[config.mk]
export PLATFORM = sky130hd
export DESIGN_NAME = base64_stream_decoder
export DESIGN_NICKNAME = d
export VERILOG_FILES = /design/src/hdl/b64d_pkg.sv /design/src/hdl/b64d_front.sv /design/src/hdl/b64d_queue.sv /design/src/hdl/b64d_back.sv /design/src/hdl/base64_stream_decoder.sv
export SDC_FILE = /design/constraint.sdc
export NUM_CORES = 1
export LEC_CHECK = 0
export BUFFER_PORTS_ARGS = -buffer_cell sky130_fd_sc_hd__buf_2
export CORE_MARGIN = 2
export CORE_UTILIZATION = 50
export DETAILED_ROUTE_END_ITERATION = 6
export HOLD_SLACK_MARGIN = 0.03
export PLACE_DENSITY = 0.67
export SYNTH_ARGS = -nofsm -noshare
export SYNTH_HDL_FRONTEND = slang
export SYNTH_SLANG_ARGS = --single-unit
[constraint.sdc]
create_clock -name clk -period 4.35 [get_ports clk]
set_input_delay 0.6525 -clock clk [delete_from_list [all_inputs] [get_ports clk]]
set_output_delay 0.6525 -clock clk [all_outputs]
set_load 0.02 [all_outputs]
[src/hdl/b64d_pkg.sv]
// Shared types, constants and the character classifier of the base64 stream decoder.
`timescale 1ns / 1ps

package b64d_pkg;

	localparam int unsigned QUEUE_DEPTH = 4;
	localparam int unsigned QUEUE_AW = $clog2(QUEUE_DEPTH);

	localparam logic [7:0] CHAR_NUL   = 8'h00;
	localparam logic [7:0] CHAR_TAB   = 8'h09;
	localparam logic [7:0] CHAR_LF    = 8'h0a;
	localparam logic [7:0] CHAR_CR    = 8'h0d;
	localparam logic [7:0] CHAR_SPACE = 8'h20;
	localparam logic [7:0] CHAR_PLUS  = 8'h2b;
	localparam logic [7:0] CHAR_SLASH = 8'h2f;
	localparam logic [7:0] CHAR_EQUAL = 8'h3d;
	localparam logic [5:0] SYM_PLUS   = 6'h3e;
	localparam logic [5:0] SYM_SLASH  = 6'h3f;

	typedef enum logic [2:0] {
		KIND_SYM,
		KIND_SPACE,
		KIND_PAD,
		KIND_NUL,
		KIND_BAD
	} kind_t;

	typedef struct packed {
		kind_t      kind;
		logic [5:0] sym;
		logic       eot;
	} item_t;

	typedef enum logic [1:0] {
		ST_OK       = 2'd0,
		ST_INVALID  = 2'd1,
		ST_OVERFLOW = 2'd2
	} status_t;

	typedef enum logic {
		PHASE_ACTIVE,
		PHASE_SWALLOW
	} phase_t;

	function automatic item_t classify(input logic [7:0] c, input logic eot);
		item_t it;
		it.kind = KIND_BAD;
		it.sym  = 6'd0;
		it.eot  = eot;
		if (c >= 8'h41 && c <= 8'h5a) begin
			it.kind = KIND_SYM;
			it.sym  = 6'(c - 8'h41);
		end else if (c >= 8'h61 && c <= 8'h7a) begin
			it.kind = KIND_SYM;
			it.sym  = 6'(c - 8'h61 + 8'd26);
		end else if (c >= 8'h30 && c <= 8'h39) begin
			it.kind = KIND_SYM;
			it.sym  = 6'(c - 8'h30 + 8'd52);
		end else if (c == CHAR_PLUS) begin
			it.kind = KIND_SYM;
			it.sym  = SYM_PLUS;
		end else if (c == CHAR_SLASH) begin
			it.kind = KIND_SYM;
			it.sym  = SYM_SLASH;
		end else if (c == CHAR_EQUAL) begin
			it.kind = KIND_PAD;
		end else if (c == CHAR_NUL) begin
			it.kind = KIND_NUL;
		end else if (c == CHAR_SPACE || c == CHAR_TAB || c == CHAR_CR || c == CHAR_LF) begin
			it.kind = KIND_SPACE;
		end
		return it;
	endfunction

endpackage

[src/hdl/b64d_front.sv]
// Front end: accepts characters and classifies them for the decode queue.
`timescale 1ns / 1ps

module b64d_front (
	input  logic            s_tvalid,
	output logic            s_tready,
	input  logic [7:0]      s_tdata,   // text_char[7:0]
	input  logic            s_tlast,   // end_of_text
	output logic            q_valid,
	input  logic            q_ready,
	output b64d_pkg::item_t q_item
);

	assign q_valid  = s_tvalid;
	assign s_tready = q_ready;
	assign q_item   = b64d_pkg::classify(s_tdata, s_tlast);

endmodule

[src/hdl/b64d_queue.sv]
// Short queue of classified characters between the front and back ends.
`timescale 1ns / 1ps

module b64d_queue (
	input  logic            clk,
	input  logic            arst_n,
	input  logic            in_valid,
	output logic            in_ready,
	input  b64d_pkg::item_t in_item,
	output logic            out_valid,
	input  logic            out_ready,
	output b64d_pkg::item_t out_item
);

	b64d_pkg::item_t                   entry_q [b64d_pkg::QUEUE_DEPTH];
	logic [b64d_pkg::QUEUE_AW-1:0]     wr_ptr_q;
	logic [b64d_pkg::QUEUE_AW-1:0]     rd_ptr_q;
	logic [b64d_pkg::QUEUE_AW:0]       count_q;
	logic                              push;
	logic                              pop;

	assign in_ready  = count_q != (b64d_pkg::QUEUE_AW+1)'(b64d_pkg::QUEUE_DEPTH);
	assign out_valid = count_q != '0;
	assign out_item  = entry_q[rd_ptr_q];
	assign push      = in_valid & in_ready;
	assign pop       = out_valid & out_ready;

	always_ff @(posedge clk) begin
		if (push) begin
			entry_q[wr_ptr_q] <= in_item;
		end
	end

	always_ff @(posedge clk or negedge arst_n) begin
		if (!arst_n) begin
			wr_ptr_q <= '0;
			rd_ptr_q <= '0;
			count_q  <= '0;
		end else begin
			if (push) begin
				wr_ptr_q <= wr_ptr_q + 1'b1;
			end
			if (pop) begin
				rd_ptr_q <= rd_ptr_q + 1'b1;
			end
			if (push && !pop) begin
				count_q <= count_q + 1'b1;
			end else if (pop && !push) begin
				count_q <= count_q - 1'b1;
			end
		end
	end

endmodule

[src/hdl/b64d_back.sv]
// Back end: bit accumulator, byte count, final status and the output register.
`timescale 1ns / 1ps

module b64d_back #(
	parameter int unsigned COUNT_WIDTH = 16
) (
	input  logic            clk,
	input  logic            arst_n,
	input  logic            cfg_we,
	input  logic [15:0]     cfg_wdata,
	input  logic            in_valid,
	output logic            in_ready,
	input  b64d_pkg::item_t in_item,
	output logic            m_tvalid,
	input  logic            m_tready,
	output logic [31:0]     m_tdata,   // data_byte[7:0], status[9:8], decoded_count[25:10]
	output logic            m_tuser,   // byte_valid
	output logic            m_tlast    // done_res
);

	localparam int unsigned CMP_W = (COUNT_WIDTH > 16) ? COUNT_WIDTH : 16;

	logic [15:0]            capacity_q;
	logic [13:0]            acc_q;
	logic [3:0]             pending_q;
	logic                   pad_q;
	logic [COUNT_WIDTH-1:0] count_q;
	b64d_pkg::phase_t       phase_q;

	logic [13:0]            acc_n;
	logic [3:0]             pending_n;
	logic                   pad_n;
	logic [COUNT_WIDTH-1:0] count_n;
	b64d_pkg::phase_t       phase_n;

	logic                   res_n;
	logic [7:0]             byte_n;
	logic                   byte_valid_n;
	logic                   done_n;
	b64d_pkg::status_t      status_n;
	logic [15:0]            total_n;
	logic                   invalid;
	logic [3:0]             shamt;

	logic                   out_valid_q;
	logic [7:0]             byte_q;
	logic                   byte_valid_q;
	logic                   done_q;
	b64d_pkg::status_t      status_q;
	logic [15:0]            total_q;
	logic                   fire;

	assign in_ready = !out_valid_q || m_tready;
	assign fire     = in_valid && in_ready;

	always_comb begin
		acc_n        = acc_q;
		pending_n    = pending_q;
		pad_n        = pad_q;
		count_n      = count_q;
		phase_n      = phase_q;
		res_n        = 1'b0;
		byte_n       = 8'd0;
		byte_valid_n = 1'b0;
		done_n       = 1'b0;
		status_n     = b64d_pkg::ST_OK;
		total_n      = 16'd0;
		invalid      = 1'b0;
		shamt        = 4'd0;
		case (phase_q)
			b64d_pkg::PHASE_SWALLOW: begin
				if (in_item.eot) begin
					phase_n = b64d_pkg::PHASE_ACTIVE;
				end
			end
			b64d_pkg::PHASE_ACTIVE: begin
				case (in_item.kind)
					b64d_pkg::KIND_SYM: begin
						if (pad_q) begin
							invalid = 1'b1;
						end else begin
							acc_n     = {acc_q[7:0], in_item.sym};
							pending_n = pending_q + 4'd6;
						end
					end
					b64d_pkg::KIND_PAD: begin
						if (!pad_q) begin
							if (pending_q != 4'd0 && pending_q != 4'd6) begin
								pending_n = 4'd0;
								pad_n     = 1'b1;
							end else begin
								invalid = 1'b1;
							end
						end
					end
					b64d_pkg::KIND_SPACE, b64d_pkg::KIND_NUL: begin
					end
					default: begin
						invalid = 1'b1;
					end
				endcase
				if (invalid) begin
					res_n    = 1'b1;
					done_n   = 1'b1;
					status_n = b64d_pkg::ST_INVALID;
				end else if (pending_n >= 4'd8) begin
					shamt     = pending_n - 4'd8;
					pending_n = shamt;
					if (CMP_W'(count_q) < CMP_W'(capacity_q)) begin
						byte_valid_n = 1'b1;
						res_n        = 1'b1;
						byte_n       = 8'(acc_n >> shamt);
					end
					if (count_q != '1) begin
						count_n = count_q + 1'b1;
					end
				end
				if (!invalid && (in_item.kind == b64d_pkg::KIND_NUL || in_item.eot)) begin
					res_n    = 1'b1;
					done_n   = 1'b1;
					status_n = (CMP_W'(count_n) > CMP_W'(capacity_q)) ?
						b64d_pkg::ST_OVERFLOW : b64d_pkg::ST_OK;
					total_n  = (CMP_W'(count_n) > CMP_W'(16'hffff)) ?
						16'hffff : 16'(count_n);
				end
				if (done_n) begin
					acc_n     = '0;
					pending_n = '0;
					pad_n     = 1'b0;
					count_n   = '0;
					phase_n   = in_item.eot ? b64d_pkg::PHASE_ACTIVE : b64d_pkg::PHASE_SWALLOW;
				end
			end
			default: begin
				phase_n = b64d_pkg::PHASE_ACTIVE;
			end
		endcase
	end

	always_ff @(posedge clk or negedge arst_n) begin
		if (!arst_n) begin
			phase_q <= b64d_pkg::PHASE_ACTIVE;
		end else if (fire) begin
			phase_q <= phase_n;
		end
	end

	always_ff @(posedge clk or negedge arst_n) begin
		if (!arst_n) begin
			capacity_q  <= 16'hffff;
			acc_q       <= '0;
			pending_q   <= '0;
			pad_q       <= 1'b0;
			count_q     <= '0;
			out_valid_q <= 1'b0;
		end else begin
			if (cfg_we) begin
				capacity_q <= cfg_wdata;
			end
			if (m_tready) begin
				out_valid_q <= 1'b0;
			end
			if (fire) begin
				acc_q     <= acc_n;
				pending_q <= pending_n;
				pad_q     <= pad_n;
				count_q   <= count_n;
				if (res_n) begin
					out_valid_q <= 1'b1;
				end
			end
		end
	end

	always_ff @(posedge clk) begin
		if (fire && res_n) begin
			byte_q       <= byte_n;
			byte_valid_q <= byte_valid_n;
			done_q       <= done_n;
			status_q     <= status_n;
			total_q      <= total_n;
		end
	end

	assign m_tvalid = out_valid_q;
	assign m_tdata  = {6'd0, total_q, status_q, byte_q};
	assign m_tuser  = byte_valid_q;
	assign m_tlast  = done_q;

endmodule

[src/hdl/base64_stream_decoder.sv]
// Top level of the base64 stream decoder.
`timescale 1ns / 1ps

// Decodes base64 text, one character per transaction on the slave side, into bytes on the
// master side. It takes one character every clock cycle as long as the four-entry queue
// between the classifier and the decoder has room; the decoder retires one queued character
// per cycle, as long as its output register is empty or being read, through its combinational
// accumulate and extract step; a character's result passes through the queue and then the
// output register on its way to the master side. A result transaction carries a byte (tuser
// high), the final status (tlast high) or both. Whitespace is skipped, and a NUL or a
// character with tlast ends the text with its status and byte count. The capacity register
// may be written only while the decoder is idle.
module base64_stream_decoder #(
	parameter int unsigned COUNT_WIDTH = 16
) (
	input  logic        clk,
	input  logic        arst_n,
	input  logic        cfg_we,
	input  logic [15:0] cfg_wdata,  // buffer_capacity
	input  logic        s_tvalid,
	output logic        s_tready,
	input  logic [7:0]  s_tdata,    // text_char[7:0]
	input  logic        s_tlast,    // end_of_text
	output logic        m_tvalid,
	input  logic        m_tready,
	output logic [31:0] m_tdata,    // data_byte[7:0], status[9:8], decoded_count[25:10]
	output logic        m_tuser,    // byte_valid
	output logic        m_tlast     // done_res
);

	logic            fq_valid;
	logic            fq_ready;
	b64d_pkg::item_t fq_item;
	logic            qb_valid;
	logic            qb_ready;
	b64d_pkg::item_t qb_item;

	b64d_front u_front (
		.s_tvalid (s_tvalid),
		.s_tready (s_tready),
		.s_tdata  (s_tdata),
		.s_tlast  (s_tlast),
		.q_valid  (fq_valid),
		.q_ready  (fq_ready),
		.q_item   (fq_item)
	);

	b64d_queue u_queue (
		.clk       (clk),
		.arst_n    (arst_n),
		.in_valid  (fq_valid),
		.in_ready  (fq_ready),
		.in_item   (fq_item),
		.out_valid (qb_valid),
		.out_ready (qb_ready),
		.out_item  (qb_item)
	);

	b64d_back #(
		.COUNT_WIDTH (COUNT_WIDTH)
	) u_back (
		.clk       (clk),
		.arst_n    (arst_n),
		.cfg_we    (cfg_we),
		.cfg_wdata (cfg_wdata),
		.in_valid  (qb_valid),
		.in_ready  (qb_ready),
		.in_item   (qb_item),
		.m_tvalid  (m_tvalid),
		.m_tready  (m_tready),
		.m_tdata   (m_tdata),
		.m_tuser   (m_tuser),
		.m_tlast   (m_tlast)
	);

endmodule
## After elaboration in Yosys (flattened, before gate mapping)

Memories as Yosys holds them, arrays and structs flattened.
Index checks and enable logic that the tools add are counted.

| cells by class | value |
|---|---|
| add/subtract/negate cells | 12 |
| $mul | 0 |
| div/mod/pow operators | 0 |
| order comparisons | 10 |
| equality and inequality tests | 13 |
| shift-type cells | 1 |
| multiplexer cells | 57 |
| bitwise logic cells | 6 |
| reduce and logical (&&, ||, !) cells | 30 |

Operators with widths:

| cell | count |
|---|---|
| 16-bit two-way mux | 6 |
| 14-bit two-way mux | 4 |
| 9-bit two-way mux | 4 |
| 8-bit by 6-bit equality test with 1-bit output (second input constant) | 4 |
| 4-bit two-way mux | 7 |
| 8-bit by 4-bit equality test with 1-bit output (second input constant) | 3 |
| 1-bit two-way mux | 24 |
| 3-bit two-way mux | 6 |
| 16-bit by 1-bit adder with 16-bit output (second input constant) | 1 |
| 8-bit by 7-bit greater-or-equal comparator with 1-bit output (second input constant) | 2 |
| 16-bit greater-than comparator | 1 |
| 16-bit greater-than comparator (second input constant) | 1 |
| 8-bit by 7-bit <= comparator with 1-bit output (second input constant) | 2 |
| 16-bit less-than comparator | 1 |
| 16-bit != test (second input constant) | 1 |
| 14-bit by 4-bit >> shifter with 8-bit output | 1 |
| 6-bit subtractor (second input constant) | 2 |
| 1-bit logical AND | 9 |
| 8-bit by 6-bit greater-or-equal comparator with 1-bit output (second input constant) | 1 |
| 8-bit by 6-bit <= comparator with 1-bit output (second input constant) | 1 |
| 8-bit logical NOT | 1 |
| 4-bit one-hot mux with 2 select lines | 1 |
| 6-bit by 5-bit adder with 6-bit output (second input constant) | 1 |
| 6-bit adder (second input constant) | 1 |
| other kinds (27) | 44 |

| word-level totals | value |
|---|---|
| bits in registers | 88 |
| bits in latches | 0 |
| bits in writable memories | 40 |
| bits in read-only memories | 0 |
| input port bits | 30 |
| output and inout port bits | 36 |
| memories | 1 |

Memory list:

| memory | words | bits a word | rd ports | clocked after Yosys merged registers in | write ports | RTL line | text |
|---|---|---|---|---|---|---|---|
| u_queue.entry_q | 4 | 10 | 1 | 0 | 1 | b64d_queue.sv:15 | `b64d_pkg::item_t entry_q [b64d_pkg::QUEUE_DEPTH];` |

## Logic depth before layout (Yosys ltp)

| logic depth | value |
|---|---|
| depth in word-level cells | 13 |
| gate-level depth with buffers | 16 |

## Hierarchy

Synthesis repeated with hierarchy kept, for this count alone.

| second synthesis, totals | value |
|---|---|
| cell total of the unflattened synthesis | 723 |
| area, all modules | 7,644.8 µm² |

By module, submodules not included:

| module | times used | cells an instance | area an instance (µm²) |
|---|---|---|---|
| b64d_back | 1 | 544 | 5,129.9 |
| b64d_queue | 1 | 87 | 1,883.1 |
| b64d_front | 1 | 92 | 631.9 |

## Least setup slack after synthesis

OpenSTA, ideal clock, no wires.

| timing path | value |
|---|---|
| path kind | register -> register |
| start point | mem u_queue.entry_q[2][9] in the netlist's numbering |
| end point | reg u_back.status_q[1], data pin |
| library setup time | 0.254 ns |
| arrival | 3.584 ns |
| required time | 4.096 ns |
| path slack | 0.512 ns |
| stages on the path, launching flop included | 17 |
| buffers on the path | 2 |
| period minus slack after synthesis | 3.838 ns |
| cells stage by stage | edfxtp_1 -> or2_1 -> mux4_2 -> buf_6 -> o31a_1 -> o211a_4 -> and2_4 -> buf_6 -> mux2_4 -> ha_1 -> nor2b_1 -> o21a_1 -> o21a_1 -> o21a_1 -> o21ai_0 -> a21oi_1 -> o21a_1 |

| on the way | value |
|---|---|
| longest elaborated chain between the ends | 11 |

Ends and longest elaborated chain:

| item | RTL line | text |
|---|---|---|
| from (decl) | b64d_queue.sv:15 |  |
| memory read 4 x 10 bit * | n/a |  |
| 3-bit by 2-bit equality test with 1-bit output or 3-bit logical NOT (tied branches) | b64d_back.sv:77 | `case (in_item.kind)` |
| 4-bit one-hot mux with 2 select lines | b64d_back.sv:77 |  |
| 4-bit two-way mux | b64d_back.sv:70 | `case (phase_q)` |
| 4-bit greater-or-equal comparator | b64d_back.sv:106 | `end else if (pending_n >= 4'd8) begin` |
| 16-bit two-way mux | b64d_back.sv:106 |  |
| 16-bit two-way mux | b64d_back.sv:102 | `if (invalid) begin` |
| 16-bit two-way mux | b64d_back.sv:70 |  |
| 16-bit greater-than comparator | b64d_back.sv:121 | `status_n = (CMP_W'(count_n) > CMP_W'(capacity_q)) ?` |
| 2-bit two-way mux | b64d_back.sv:121 |  |
| 2-bit two-way mux * | b64d_back.sv:118 | `if (!invalid && (in_item.kind == b64d_pkg::KIND_NUL \|\| in_item.eot)) begin` |
| to (signal assigned) | b64d_back.sv:180 | `status_q <= status_n;` |
| to (decl) | b64d_back.sv:49 | `b64d_pkg::status_t status_q;` |

Every way passes the cells marked *; elsewhere a longest branch is shown, timed or not. The select of a mux whose other input is x is not followed.
A chain may end at the register's enable or synchronous reset.

## Worst setup path in the final report

| timing path | value |
|---|---|
| start point | reg u_queue.rd_ptr_q[0] in the netlist's numbering |
| end point | reg u_back.status_q[1], data pin |

| on the way | value |
|---|---|
| longest elaborated chain between the ends | 11 |

Ends and longest elaborated chain:

| item | RTL line | text |
|---|---|---|
| from (decl) | b64d_queue.sv:17 | `logic [b64d_pkg::QUEUE_AW-1:0] rd_ptr_q;` |
| from (signal assigned) | b64d_queue.sv:44 | `rd_ptr_q <= rd_ptr_q + 1'b1;` |
| memory read 4 x 10 bit * | n/a |  |
| 3-bit by 2-bit equality test with 1-bit output or 3-bit logical NOT (tied branches) | b64d_back.sv:77 |  |
| 4-bit one-hot mux with 2 select lines | b64d_back.sv:77 |  |
| 4-bit two-way mux | b64d_back.sv:70 |  |
| 4-bit greater-or-equal comparator | b64d_back.sv:106 |  |
| 16-bit two-way mux | b64d_back.sv:106 |  |
| 16-bit two-way mux | b64d_back.sv:102 |  |
| 16-bit two-way mux | b64d_back.sv:70 |  |
| 16-bit greater-than comparator | b64d_back.sv:121 |  |
| 2-bit two-way mux | b64d_back.sv:121 |  |
| 2-bit two-way mux * | b64d_back.sv:118 |  |

Marked as above.

==> flow_metrics.env <==
export IMPL_status="finished, final reports clean"
export IMPL_cts_buffers=17
export IMPL_clkLatencyLatePin_ns=0.43
export IMPL_io_pins=66
export IMPL_max_freq_ghz=0.247
export IMPL_gp_congestion=0.871
export IMPL_tightest_slew_ns=1.22
export IMPL_final_common_cell="edfxtp_1"
export IMPL_power_leakage_nw=3.70
export IMPL_routed_wirelength_um=18300
export IMPL_synth_flop_cell="edfxtp_1"
export IMPL_period_share=0.930
export IMPL_min_delay_path_class="in -> async"
export IMPL_crit_buf_inv=1
export IMPL_num_antenna_cells=0
export IMPL_numPortBuffers=59
export IMPL_dieArea_sq_um=16600
export IMPL_cts_root_buf="clkbuf_16"
export IMPL_crit_chain="or4_1 > a211o_1 > a211oi_2 > o211a_4 > buf_4 > and3_1 > nor2_1 > a31oi_1 > ha_1 > a2111oi_0 > o221ai_1 > o21a_1"
export IMPL_critPathTopFamily="compound AO/OA/AOI/OAI gates"
export IMPL_async_flop_share=0.469
export IMPL_drtIter0Drc=672
export IMPL_setup_viol=0
export IMPL_maxCapViolations=0
export IMPL_fin_skew_ns=0.00613
export IMPL_fin_hold_ws_ns=0.200
export IMPL_clkSlewWorstSetupHoldPaths_ns=0.06
export IMPL_gr_usage_all_layers=0.233
export IMPL_cpPeakStageDelay_ns=0.59
export IMPL_rows=45
export IMPL_vias=6144
export IMPL_p_per_area_nw_per_um2=601
export IMPL_nNetsFinal=876
export IMPL_synthToLayoutAreaGrowth_pct=13.5
export IMPL_htree_levels=4
export IMPL_synth_cell_type_count=85
export IMPL_rsz0062_at_grt="false"
export IMPL_yosys_register_bits=128
export IMPL_ctsResizeCount=0
export IMPL_core_area_sq_um=15200
export IMPL_cts_tree="done"
export IMPL_post_drt_wl_per_cell_um=18.3
export IMPL_grt_pass1_vias=5935
export IMPL_period_needed_ns=4.04
export IMPL_via_per_inst=6.15
export IMPL_die_w_um=129
export IMPL_path_class="reg -> reg"
export IMPL_remaining_drc_errors=0
export IMPL_critPathArrivalTime_ns=4.23
export IMPL_slew_headroom=0.176
export IMPL_grt_max_degree=40
export IMPL_clkSinkCount=128
export IMPL_hold_violations=0
export IMPL_synth_edf_count=68
export IMPL_final_cell_mix="edfxtp_1, buf_2, nand2_1"
export IMPL_cp_required_ns=4.53
export IMPL_die_h_um=129
export IMPL_worstSetupEndpointType="flip-flop"
export IMPL_synth_avg_cell_area_sq_um=10.5
export IMPL_startpoint_type="flip-flop"
export IMPL_path_max_fanout=17
export IMPL_grt_pass1_wl_um=30100
export IMPL_post_cts_setup_buffers=0
export IMPL_ys_seq_area_frac=0.457
export IMPL_crit_path_top_delay_cell="or4_1"
export IMPL_slew_viol_final=0
export IMPL_firstDrtPassIters=7
export IMPL_antenna_found_initial=0
export IMPL_fin_setup_tns_ns=0
export IMPL_place_ws_ns=0.298
export IMPL_clk_path_buf_depth=2
export IMPL_ys_warn_count=0
export IMPL_setup_ws_ns=0.306
export IMPL_grt_ovfl_total=0
export IMPL_syn_inst=740
export IMPL_drive_above_1_share=0.196
export IMPL_synth_area_sq_um=7800
export IMPL_hold_buffers=0
export IMPL_ant_nets=0
export IMPL_post_dp_hpwl_um=13000
export IMPL_ir_drop_v=0.000424
export IMPL_start_util=0.513
-- cell type report --
cell class | instances | area [sq um]
Multi-Input combinational cell | 538 | 3890
Clock inverter | 14 | 166
Timing Repair Buffer | 76 | 423
Inverter | 37 | 139
Tap cell | 188 | 235
Fill cell | 1307 | 6350
Sequential cell | 128 | 3560
Clock buffer | 18 | 429
-- path summary, 6_finish.rpt --
path | startpoint | to | slack (ns) | cells past startpoint
min | arst_n | u_back.count_q[8] | 0.20 | 1
min reg2reg | u_queue.count_q[2] | u_queue.count_q[2] | 0.51 | 1
max in group asynchronous | arst_n | u_back.acc_q[4] | 3.22 | 2
max reg2reg | u_queue.rd_ptr_q[0] | u_back.status_q[1] | 0.31 | 12
min in group clk | cfg_wdata[5] | u_back.capacity_q[5] | 0.44 | 3
max | u_queue.rd_ptr_q[0] | u_back.status_q[1] | 0.31 | 12
-- sequential cells by signal, summed over array words and instances, names as in the netlist --
signal             flops
u_back.acc_q          14
u_back.byte_q          8
u_back.capacity_q     16
u_back.count_q        16
u_back.m_tlast         1
u_back.m_tuser         1
u_back.m_tvalid        1
u_back.pad_q           1
u_back.pending_q       4
u_back.phase_q         1
u_back.status_q        2
u_back.total_q        16
u_queue.count_q        3
u_queue.entry_q       40
u_queue.rd_ptr_q       2
u_queue.wr_ptr_q       2
-- report_power, final --
part / internal [mW] / leakage (nW) / switching [mW]
Clock: 0.898 / 0.284 / 0.543
Sequential: 1.62 / 1.41 / 0.150
Combinational: 0.739 / 2.01 / 1.37
-- cells by family (layout without fill, tap and decap cells) --
group / after synthesis / in the layout / share of synthesized area
buffers and inverters: 79 / 145 / 0.0464
adders and majority gates: 48 / 48 / 0.0780
and+or+nand+nor: 212 / 212 / 0.143
muxes: 26 / 26 / 0.0528
xor gates and xnor gates: 22 / 22 / 0.0266
AOI/OAI and AO/OA: 224 / 224 / 0.196
DFF: 128 / 128 / 0.457
other: 1 / 6 / 0.000481
-- metrics by stage --
| step | cells | power (mW) | cell area, sq um | utilization |
|---|---|---|---|---|
| 3_5_place_dp | 967 | 3.89 | 8250 | 0.543 |
| 4_1_cts | 999 | 5.33 | 8850 | 0.582 |
| 5_1_grt | 999 | 5.65 | 8850 | 0.582 |
| 6_report | 999 | 5.32 | 8850 | 0.582 |
| 3_3_place_gp | 967 | 3.83 | 8250 | 0.543 |
| 2_1_floorplan | 745 | 3.30 | 7820 | - |
-- cell usage after synthesis, drive strengths merged (3+ instances only) --
cell type  count  share of area
a2111oi        4         0.0053
a211o          3         0.0034
a211oi        13          0.013
a21boi         3         0.0034
a21o          10         0.0096
a21oi         42          0.027
a221oi         5         0.0056
a22o          14          0.016
a22oi          3         0.0029
a311oi         8         0.0090
a31oi          6         0.0048
and2           7         0.0059
and3          21          0.017
buf           19          0.017
clkbuf        23          0.011
dfrtp         44           0.14
dfstp         16          0.054
edfxtp        68           0.26
ha            47          0.075
inv           37          0.018
mux2           8          0.012
mux2i          7         0.0090
mux4          11          0.032
nand2         54          0.026
nand2b         5         0.0040
nand3         16          0.012
nand4          9         0.0091
nor2          47          0.023
nor2b         17          0.015
nor3          12         0.0077
o211ai        10         0.0096
o21a          10         0.0096
o21ai         54          0.035
o221ai        13          0.015
o22ai          5         0.0040
o31ai          7         0.0067
or2            5         0.0040
or3            6         0.0055
xnor2         15          0.019
xor2           7         0.0079
-- metal layers --
| layer | track usage | up-vias | wire (um) |
|---|---|---|---|
| met5 | 0 | - | 0 |
| li1 | - | 2898 | - |
| met1 | 0.333 | 3011 | 8550 |
| met4 | 0.0761 | 0 | 279 |
| met2 | 0.356 | 208 | 8430 |
| met3 | 0.0491 | 27 | 1030 |
Power figures use the tool's default switching activity.
